$ cat config.mk
export PLATFORM = sky130hd
export DESIGN_NAME = adaptive_token_bucket_limiter
export DESIGN_NICKNAME = d
export VERILOG_FILES = /design/src/rtl/atbl_pkg.sv /design/src/rtl/atbl_datapath.sv /design/src/rtl/atbl_ctrl.sv /design/src/rtl/adaptive_token_bucket_limiter.sv
export SDC_FILE = /design/constraint.sdc
export NUM_CORES = 2
export LEC_CHECK = 0
export BUFFER_PORTS_ARGS = -buffer_cell sky130_fd_sc_hd__clkbuf_2
export CAP_MARGIN = 20
export CORE_UTILIZATION = 45
export CTS_CLUSTER_SIZE = 40
export DETAILED_ROUTE_END_ITERATION = 16
export PLACE_DENSITY = 0.71
export RECOVER_POWER = 100
export SYNTH_ARGS = -nofsm -noshare
export SYNTH_HDL_FRONTEND = slang
export SYNTH_SLANG_ARGS = --single-unit
$ cat constraint.sdc
create_clock -name clk -period 15.6 [get_ports clk]
set_input_delay 0.78 -clock clk [delete_from_list [all_inputs] [get_ports clk]]
set_output_delay 0.78 -clock clk [all_outputs]
set_load 0.1 [all_outputs]
$ cat src/rtl/atbl_pkg.sv
// atbl_pkg: types, constants and helpers for the adaptive token bucket limiter
// no dependencies
`default_nettype none
package atbl_pkg;
    localparam int TICK_SHIFT_DEF    = 10;
    localparam int ADJUST_PERIOD_DEF = 100;
    localparam int WINDOW_SIZE_DEF   = 1000;

    localparam logic [1:0] OP_TICK     = 2'd0;
    localparam logic [1:0] OP_ACQUIRE  = 2'd1;
    localparam logic [1:0] OP_RESPONSE = 2'd2;
    localparam logic [1:0] OP_NOP      = 2'd3;

    localparam logic [1:0] REG_INIT_RATE = 2'd0;
    localparam logic [1:0] REG_CAPACITY  = 2'd1;
    localparam logic [1:0] REG_MAX_RATE  = 2'd2;
    localparam logic [1:0] REG_ADAPTIVE  = 2'd3;

    localparam logic [23:0] MIN_RATE   = 24'd26;
    localparam logic [23:0] FLOOR_RATE = 24'd256;

    typedef struct packed {
        logic [1:0]  opcode;
        logic [15:0] rtt_ms;
        logic        probe_lost;
    } in_item_t;

    typedef struct packed {
        logic        granted;
        logic [13:0] wait_ticks;
        logic [23:0] current_rate;
        logic [15:0] token_level;
        logic [18:0] srtt_q3;
        logic [17:0] rttvar_q2;
        logic [9:0]  sample_total;
        logic [9:0]  loss_total;
    } out_item_t;

    // controller to datapath commands
    typedef struct packed {
        logic load;
        logic exec;
        logic div_start;
        logic div_step;
        logic adj_mul;
        logic adj_apply;
    } dp_cmd_t;

    typedef struct packed {
        logic is_deny;
        logic do_adjust;
        logic div_last;
    } dp_status_t;
endpackage
`default_nettype wire

$ cat src/rtl/atbl_datapath.sv
// atbl_datapath: bucket, rate, rtt estimates, counters and serial divider
// depends on atbl_pkg
`default_nettype none
module atbl_datapath #(
    parameter int TICK_SHIFT    = atbl_pkg::TICK_SHIFT_DEF,
    parameter int ADJUST_PERIOD = atbl_pkg::ADJUST_PERIOD_DEF,
    parameter int WINDOW_SIZE   = atbl_pkg::WINDOW_SIZE_DEF
) (
    input  wire                   clk,
    input  wire                   rst_n,
    input  wire                   cfg_valid,
    input  wire [1:0]             cfg_index,
    input  wire [23:0]            cfg_data,
    input  atbl_pkg::in_item_t    item,
    input  atbl_pkg::dp_cmd_t     cmd,
    output atbl_pkg::dp_status_t  status,
    output atbl_pkg::out_item_t   result
);
    import atbl_pkg::*;

    localparam int FRAC = 8 + TICK_SHIFT;
    localparam int TW   = 16 + FRAC;
    localparam int CW   = $clog2(ADJUST_PERIOD + 1);

    logic [23:0] init_rate_reg, max_rate_reg;
    logic [15:0] cap_reg;
    logic        adaptive_reg;
    logic [TW-1:0] tok_reg;
    logic [23:0] rate_reg;
    logic [18:0] srtt_reg;
    logic        srtt_ok_reg;
    logic [17:0] rttvar_reg;
    logic [9:0]  samp_reg, loss_reg;
    logic [CW-1:0] adj_reg;
    in_item_t    it_reg;
    logic [33:0] prod_reg;
    logic        dec_reg;

    logic [23:0]     rem_reg;
    logic [FRAC-2:0] quo_reg;
    logic [FRAC-1:0] num_reg;
    logic [4:0]      bit_reg;
    logic [13:0]     wait_reg;
    logic            granted_reg;

    logic [TW-1:0] cap_units, one_units, tok_sum;
    logic [TW:0]   tok_add;
    logic [23:0]   ceil_rate, init_cl;
    logic [21:0]   r8;
    logic [21:0]   diff;
    logic [9:0]    samp_n, loss_n;
    logic [CW-1:0] adj_n;
    logic [24:0]   rem_sh;
    logic          rem_fit;
    logic [23:0]   rem_sub;
    logic [33:0]   up_top;

    always_comb
    begin
        cap_units = TW'({(cap_reg == 16'd0) ? 16'd1 : cap_reg}) << FRAC;
        one_units = TW'(1) << FRAC;
        tok_add   = {1'b0, tok_reg} + (TW+1)'(rate_reg);
        tok_sum   = (tok_add > {1'b0, cap_units}) ? cap_units : tok_add[TW-1:0];
        init_cl   = (init_rate_reg < MIN_RATE) ? MIN_RATE : init_rate_reg;
        ceil_rate = (max_rate_reg > init_cl) ? max_rate_reg : init_cl;
        r8        = {it_reg.rtt_ms, 3'b000};
        diff      = ({3'b0, srtt_reg} > r8) ? ({3'b0, srtt_reg} - r8)
                                            : (r8 - {3'b0, srtt_reg});
        samp_n    = samp_reg + 10'd1;
        loss_n    = loss_reg + 10'(it_reg.probe_lost);
        adj_n     = adj_reg + CW'(1);
        rem_sh    = {rem_reg, num_reg[FRAC-1]};
        rem_fit   = rem_sh >= {1'b0, rate_reg};
        rem_sub   = 24'(rem_sh - {1'b0, rate_reg});
        up_top    = 34'(ceil_rate) << 8;
        status.is_deny   = (it_reg.opcode == OP_ACQUIRE) && (tok_reg < one_units);
        status.do_adjust = (it_reg.opcode == OP_RESPONSE) && adaptive_reg
                           && (32'(adj_n) >= 32'(ADJUST_PERIOD));
        status.div_last  = (bit_reg == 5'd0);
    end

    // wait = floor((need - 1) / rate) + 1, need - 1 is the complement of the
    // fraction bits while the bucket holds less than one token
    always_ff @(posedge clk)
    begin
        if (cmd.load)
            it_reg <= item;
        if (cmd.adj_mul)
        begin
            dec_reg  <= (16'd20 * 16'(loss_reg)) > 16'(samp_reg);
            prod_reg <= 34'(rate_reg) * (((16'd20 * 16'(loss_reg)) > 16'(samp_reg))
                         ? 34'd179 : 34'd269);
        end
        if (cmd.div_start)
        begin
            num_reg <= ~tok_reg[FRAC-1:0];
            rem_reg <= '0;
            quo_reg <= '0;
        end
        else if (cmd.div_step)
        begin
            num_reg <= num_reg << 1;
            rem_reg <= rem_fit ? rem_sub : rem_sh[23:0];
            quo_reg <= {quo_reg[FRAC-3:0], rem_fit};
        end
    end

    always_ff @(posedge clk or negedge rst_n)
    begin
        if (!rst_n)
        begin
            init_rate_reg <= 24'd25600;
            cap_reg       <= 16'd16;
            max_rate_reg  <= 24'd256000;
            adaptive_reg  <= 1'b0;
            tok_reg       <= TW'(16) << FRAC;
            rate_reg      <= 24'd25600;
            srtt_reg      <= '0;
            srtt_ok_reg   <= 1'b0;
            rttvar_reg    <= '0;
            samp_reg      <= '0;
            loss_reg      <= '0;
            adj_reg       <= '0;
            bit_reg       <= '0;
            wait_reg      <= '0;
            granted_reg   <= 1'b0;
        end
        else
        begin
            if (cfg_valid)
            begin
                case (cfg_index)
                    REG_INIT_RATE:
                    begin
                        init_rate_reg <= cfg_data;
                        rate_reg <= (cfg_data < MIN_RATE) ? MIN_RATE : cfg_data;
                    end
                    REG_CAPACITY:
                    begin
                        cap_reg <= cfg_data[15:0];
                        if (tok_reg > (TW'({(cfg_data[15:0] == 16'd0) ? 16'd1
                                              : cfg_data[15:0]}) << FRAC))
                            tok_reg <= TW'({(cfg_data[15:0] == 16'd0) ? 16'd1
                                            : cfg_data[15:0]}) << FRAC;
                    end
                    REG_MAX_RATE: max_rate_reg <= cfg_data;
                    REG_ADAPTIVE: adaptive_reg <= cfg_data[0];
                    default: ;
                endcase
            end
            if (cmd.div_start)
                bit_reg <= 5'(FRAC - 1);
            else if (cmd.div_step && bit_reg != 5'd0)
                bit_reg <= bit_reg - 5'd1;
            if (cmd.div_step && status.div_last)
                wait_reg <= 14'({1'b0, quo_reg, rem_fit} + (FRAC+1)'(1));
            if (cmd.exec)
            begin
                granted_reg <= 1'b0;
                wait_reg    <= '0;
                case (it_reg.opcode)
                    OP_TICK: tok_reg <= tok_sum;
                    OP_ACQUIRE:
                        if (!status.is_deny)
                        begin
                            tok_reg     <= tok_reg - one_units;
                            granted_reg <= 1'b1;
                        end
                    OP_RESPONSE:
                        if (adaptive_reg)
                        begin
                            if (!it_reg.probe_lost)
                            begin
                                srtt_ok_reg <= 1'b1;
                                if (!srtt_ok_reg)
                                begin
                                    srtt_reg   <= 19'(r8);
                                    rttvar_reg <= {1'b0, it_reg.rtt_ms, 1'b0};
                                end
                                else
                                begin
                                    srtt_reg   <= 19'((25'(srtt_reg) * 25'd7
                                                       + 25'(r8)) >> 3);
                                    rttvar_reg <= 18'((25'(rttvar_reg) * 25'd6
                                                       + 25'(diff)) >> 3);
                                end
                            end
                            samp_reg <= samp_n;
                            loss_reg <= loss_n;
                            adj_reg  <= status.do_adjust ? '0 : adj_n;
                        end
                    default: ;
                endcase
            end
            if (cmd.adj_apply)
            begin
                if (dec_reg)
                    rate_reg <= (prod_reg[33:8] < 26'(FLOOR_RATE)) ? FLOOR_RATE
                                : prod_reg[31:8];
                else if (100 * 32'(loss_reg) < 32'(samp_reg))
                    rate_reg <= (prod_reg > up_top) ? ceil_rate : prod_reg[31:8];
                if (32'(samp_reg) >= 32'(WINDOW_SIZE))
                begin
                    samp_reg <= '0;
                    loss_reg <= '0;
                    adj_reg  <= '0;
                end
            end
        end
    end

    always_comb
    begin
        result.granted      = granted_reg;
        result.wait_ticks   = wait_reg;
        result.current_rate = rate_reg;
        result.token_level  = tok_reg[TW-1:FRAC];
        result.srtt_q3      = srtt_reg;
        result.rttvar_q2    = rttvar_reg;
        result.sample_total = samp_reg;
        result.loss_total   = loss_reg;
    end
endmodule
`default_nettype wire

$ cat src/rtl/atbl_ctrl.sv
// atbl_ctrl: sequencing state machine for the limiter
// depends on atbl_pkg
`default_nettype none
module atbl_ctrl (
    input  wire                  clk,
    input  wire                  rst_n,
    input  wire                  in_valid,
    output logic                 in_stall,
    output logic                 out_valid,
    input  wire                  out_stall,
    input  atbl_pkg::dp_status_t status,
    output atbl_pkg::dp_cmd_t    cmd
);
    import atbl_pkg::*;

    localparam logic [2:0] S_IDLE = 3'd0;
    localparam logic [2:0] S_EXEC = 3'd1;
    localparam logic [2:0] S_DIV  = 3'd2;
    localparam logic [2:0] S_MUL  = 3'd3;
    localparam logic [2:0] S_APPL = 3'd4;
    localparam logic [2:0] S_OUT  = 3'd5;

    logic [2:0] state_reg, state_next;

    always_comb
    begin
        cmd        = '0;
        state_next = state_reg;
        in_stall   = (state_reg != S_IDLE);
        out_valid  = (state_reg == S_OUT);
        case (state_reg)
            S_IDLE:
                if (in_valid)
                begin
                    cmd.load   = 1'b1;
                    state_next = S_EXEC;
                end
            S_EXEC:
            begin
                cmd.exec = 1'b1;
                if (status.is_deny)
                begin
                    cmd.div_start = 1'b1;
                    state_next    = S_DIV;
                end
                else if (status.do_adjust)
                    state_next = S_MUL;
                else
                    state_next = S_OUT;
            end
            S_DIV:
            begin
                cmd.div_step = 1'b1;
                if (status.div_last)
                    state_next = S_OUT;
            end
            S_MUL:
            begin
                cmd.adj_mul = 1'b1;
                state_next  = S_APPL;
            end
            S_APPL:
            begin
                cmd.adj_apply = 1'b1;
                state_next    = S_OUT;
            end
            S_OUT:
                if (!out_stall)
                    state_next = S_IDLE;
            default: state_next = S_IDLE;
        endcase
    end

    always_ff @(posedge clk or negedge rst_n)
    begin
        if (!rst_n)
            state_reg <= S_IDLE;
        else
            state_reg <= state_next;
    end
endmodule
`default_nettype wire

$ cat src/rtl/adaptive_token_bucket_limiter.sv
// adaptive_token_bucket_limiter: top level, controller plus datapath
// depends on atbl_pkg, atbl_ctrl, atbl_datapath
//
// usage: one input beat (opcode, rtt_ms, probe_lost) gives one output beat
// with the grant, wait ticks and the limiter state after the item.
// both channels use valid/stall; the block stalls its input while an item is
// in flight and takes one item at a time.
// sequence: an item is loaded, executed and then held as the output beat for
// tick, grant, nop and plain responses; a response that ends an adjust period
// adds a rate multiply and an apply step, and a denied acquire adds the one
// bit per cycle restoring divider for its 8 + TICK_SHIFT quotient bits.
// a new item is taken only after the output beat of the last one is accepted.
// an output beat holds while out_stall is high; no new item is taken then.
// configuration: cfg_valid/cfg_ready with cfg_index and cfg_data, always
// ready; write only while idle. reset loads register defaults and a full
// bucket.
`default_nettype none
module adaptive_token_bucket_limiter #(
    parameter int TICK_SHIFT    = atbl_pkg::TICK_SHIFT_DEF,
    parameter int ADJUST_PERIOD = atbl_pkg::ADJUST_PERIOD_DEF,
    parameter int WINDOW_SIZE   = atbl_pkg::WINDOW_SIZE_DEF
) (
    input  wire                 clk,
    input  wire                 rst_n,
    input  wire                 in_valid,
    output logic                in_stall,
    input  atbl_pkg::in_item_t  in_data,
    output logic                out_valid,
    input  wire                 out_stall,
    output atbl_pkg::out_item_t out_data,
    input  wire                 cfg_valid,
    output logic                cfg_ready,
    input  wire [1:0]           cfg_index,
    input  wire [23:0]          cfg_data
);
    import atbl_pkg::*;

    dp_cmd_t    cmd;
    dp_status_t status;

    assign cfg_ready = 1'b1;

    atbl_ctrl u_ctrl (
        .clk(clk), .rst_n(rst_n), .in_valid(in_valid), .in_stall(in_stall),
        .out_valid(out_valid), .out_stall(out_stall), .status(status), .cmd(cmd)
    );

    atbl_datapath #(
        .TICK_SHIFT(TICK_SHIFT), .ADJUST_PERIOD(ADJUST_PERIOD),
        .WINDOW_SIZE(WINDOW_SIZE)
    ) u_dp (
        .clk(clk), .rst_n(rst_n), .cfg_valid(cfg_valid && cfg_ready),
        .cfg_index(cfg_index), .cfg_data(cfg_data), .item(in_data),
        .cmd(cmd), .status(status), .result(out_data)
    );
endmodule
`default_nettype wire

# Yosys cells after proc, flatten, opt, wreduce, memory -nomap -nowiden
# Index checks and enable logic that the tools add are counted.
# classes
addsub	12
n_mul	5
order_cmp	14
eq_ne	13
muxes	61
bitwise_logic	2
reduce_logical	22
# op_table
op	count
$mux 24	11
$mux 34	6
$mux 10	10
$pmux 34 s2	1
$mux 18	3
$lt 24x5->1 const B	2
$mux 7	6
$sub 19x19->20	2
$add 34x24->35	1
$gt 35x34->1	1
$gt 34x32->1	1
$gt 34x34->1	1
$lt 34x19->1 const B	1
$mul 24x34->34	1
$sub 34x19->34 const B	1
$logic_not 16->1	2
$mux 16	2
$mux 14	2
$lt 26x9->1 const B	1
$ge 25x24->1	1
$gt 24x24->1	1
$sub 24x24->24	1
$add 22x19->22	1
$mul 19x3->22 const B	1
41 further kinds	69
# totals
regBits	320
input_bits	50
word_cells	153

# Logic depth before layout (Yosys ltp)
# logic_depth
depth_word	9
depth_mapped	37
ltp_nobuf	36

# Hierarchy
# A second synthesis with hierarchy kept.
# unflattened
cells_unflattened	3479
area_unflattened_um2	30830.8
# by_module_without_submodules
mod	instances	cells_each	area_each_um2	seq_area_each_um2
atbl_datapath	1	3448	30565.6	8095.3
atbl_ctrl	1	29	254.0	75.1
adaptive_token_bucket_limiter	1	2	11.3	0.0

# Least setup slack after synthesis
# OpenSTA, ideal clock, no wires.
# synth_path
path_type	register to register
startpoint	register u_dp.loss_reg[2]
endpoint	register u_dp.prod_reg[31] (data pin)
setup_time_ps	262
arrival_ps	8043
t_required_ps	15338
setup_slack_ps	7296
stages_incl_launch_ff	35
path_buffers	2
period_less_slack_ps	8304
path_cell_list	dfrtp_1 -> ha_1 -> ha_1 -> inv_1 -> fa_1 -> nor2b_1 -> o21a_1 -> nor2_1 -> xnor2_1 -> ha_1 -> nand2b_1 -> nand3_1 -> a21oi_1 -> o21a_1 -> clkbuf_1 -> buf_1 -> nand2_1 -> fa_1 -> inv_1 -> fa_1 -> fa_1 -> inv_1 -> fa_1 -> inv_1 -> ha_1 -> a2111oi_0 -> o211ai_1 -> a31o_2 -> nand4_1 -> a31oi_1 -> nor2_1 -> o22ai_1 -> and3_1 -> a211oi_1 -> xnor2_1
# synth_via
elab_chain_cells	4
# synth_lines
item	line_no	text
start: declaration	atbl_datapath.sv:33	logic [9:0] samp_reg, loss_reg;
start signal: assignment	atbl_datapath.sv:189	loss_reg <= loss_n;
$mul 3x10->13	atbl_datapath.sv:91	prod_reg <= 34'(rate_reg) * (((16'd20 * 16'(loss_reg)) > 16'(samp_reg))
$gt 15x10->1	atbl_datapath.sv:91	
$mux 9	atbl_datapath.sv:92	? 34'd179 : 34'd269);
$mul 24x34->34	atbl_datapath.sv:91	
end signal: assignment	atbl_datapath.sv:91	
end: declaration	atbl_datapath.sv:36	logic [33:0] prod_reg;
# No other way between the ends.
# A chain may end at the register's enable or synchronous reset.

# Worst setup path in the final report
# layout_path
startpoint	register u_dp.loss_reg[3]
endpoint	register u_dp.prod_reg[31] (data pin)
# Same word-level chain as after synthesis.

==> out/metrics.yaml <==
numCtsBuffers: 39
synth_area_um2: 31000
worst_setup_path_start_kind: "register"
status: "finished, violations left"
io_buffers: 163
clock_latency_ns: 0.57
drc: 0
required_ns: 15.91
root_buffer: "clkbuf_16"
yosysSeqAreaShare: 0.264
cts_setup_buffers: 0
synth_cell_type_count: 97
fin_util: 0.497
ant_nets: 0
hold_viol_final: 0
grt_pass1_wl_um: 136000
synth_edf_count: 72
slew_violations: 578
synth_most_common_cell: "inv_1"
hp-class: "primary input to register"
path_max_fanout: 49
synth_ff_type: "dfrtp_1"
track_usage: 0.244
die_h_um: 265
fin_tns_setup_ns: 0
avgViaCountPerCell: 5.60
drt_wl_total_um: 85000
timing.final.crit_share: 0.620
place.gp.congestion: 0.930
synthTopCellsByCount: "inv_1, ha_1, nand2_1"
yosys.area.top_type: "dfrtp_1"
maxSlewHeadroom: -2.68
antenna_found_initial: 1
finalSetupViolations: 0
fin_hold_ws_ns: 0.383
maxCapViolations: 14
dieWidth_um: 265
antenna_cells: 0
rows: 95
ys_top_cells_by_area: "dfrtp_1, ha_1, fa_1"
cts_resized: 0
cts_sinks: 320
clkTransAtPathRegs_ns: 0.06
io_pins: 165
grt_pass1_vias: 25154
yosysWarningCount: 0
cts.htree.levels: 2
clock_path_buffers: 3
syn_area_per_cell_um2: 8.75
violations: "capacitance limit, slew limit"
drtPass1Iterations: 8
grt_max_degree: 96
hpwl_um: 67200
ys_ff_latch: 320
area_growth_pct: 8.53
fin_skew_ns: 0.0230
drive_above_1_share: 0.0496
slowest_stage: "o21a_1"
num-nets-final: 4258
die-area_um2: 70000
grt_setup_unrepaired: "no"
initial_core_util: 0.458
worstPathArrival_ns: 9.97
slowest_delay_ns: 1.44
netlist_instances: 3549
postCtsHoldBufs: 0
synth.top_cell.area_share: 0.159
end_kind: "register"
wl_per_cell_um: 18.6
final_cells: 4562
cts_tree: "yes"
min_period_ns: 9.67
worstMarginPinSlew_ns: 5.52
synth-async-reset-ratio: 0.659
core_area_um2: 67800
dp.cells: 4491
vias: 25566
dr.first_iter.drc_count: 1944
path_class: "register to register"
clock.fmax_mhz: 103
overflow: 0
-- worst paths after layout --
path,cells past startpoint,slack (ns),start,endpoint
max in group asynchronous,3,5.95,rst_n,u_dp.rate_reg[16]
setup / recovery,33,5.93,u_dp.loss_reg[3],u_dp.prod_reg[31]
hold reg to reg,2,0.48,u_dp.quo_reg[12],u_dp.quo_reg[12]
hold / removal,1,0.38,in_data[8],u_dp.it_reg[8]
setup reg to reg,33,5.93,u_dp.loss_reg[3],u_dp.prod_reg[31]
min in group asynchronous,1,2.24,rst_n,u_dp.rttvar_reg[3]
-- cells in the final DEF, fill, tap and decap left out, drive strengths merged, types with 11 or more instances in the layout --
cell type,instances
o211ai,14
o31ai,14
mux2,17
o21ai,282
ha,373
xnor2,116
nand4,34
o22ai,14
nor4,35
o21a,30
inv,525
nand2,311
nand3,66
a31oi,19
dfxtp,37
and2,18
nand2b,25
a221oi,26
mux2i,45
dfrtp,197
nor3,53
fa,174
o221ai,14
a21oi,233
clkbuf,221
a211oi,32
xor2,53
a21o,86
o21bai,29
dfstp,14
or3,15
nor2b,33
clkinv,13
edfxtp,72
and3,24
nor2,236
a21boi,11
a211o,15
-- metrics by stage --
stage	cell area, um2	setup WS [ns]
global route	33700	4.08
floorplan	31000	7.30
global placement	32600	7.02
finish	33700	5.93
detailed placement	32600	6.81
CTS	34000	6.77
-- critical path: cells and delay by family (launching register included) --
kind,cells,cell delay [ns]
and+or+nand+nor,8,1.29
adders and majority gates,9,3.66
AOI/OAI and AO/OA,9,3.42
xor gates and xnor gates,2,0.22
buffers and inverters,5,0.26
DFF,1,0.48
-- per-layer routing --
layer / part of all wire / track usage / up-vias
met5: 0 / 0 / -
met4: 0.047 / 0.106 / 0
met3: 0.057 / 0.0410 / 192
met2: 0.45 / 0.393 / 699
met1: 0.45 / 0.323 / 12231
li1: - / - / 12444
-- final cells by class --
class	count	area [um2]
fillers	6515	34100
clock inverters	28	354
inverters	523	1960
multi-input cells	2588	20300
well taps	873	1090
flip-flops and latches	320	8200
repair buffers	189	795
clock buffers	41	1000
-- cells by family after synthesis --
kind of cell | after synthesis | share of synthesized area
compound gates | 903 | 0.186
flops | 320 | 0.264
buf+inv | 642 | 0.0808
mux | 62 | 0.0207
other cells | 1 | 0.000121
xor+xnor | 170 | 0.0485
fa+ha+maj | 547 | 0.263
simple gates | 904 | 0.137
Power is not shown: default switching activity piles up to over one toggle a cycle in this logic, so the estimate is an artifact.
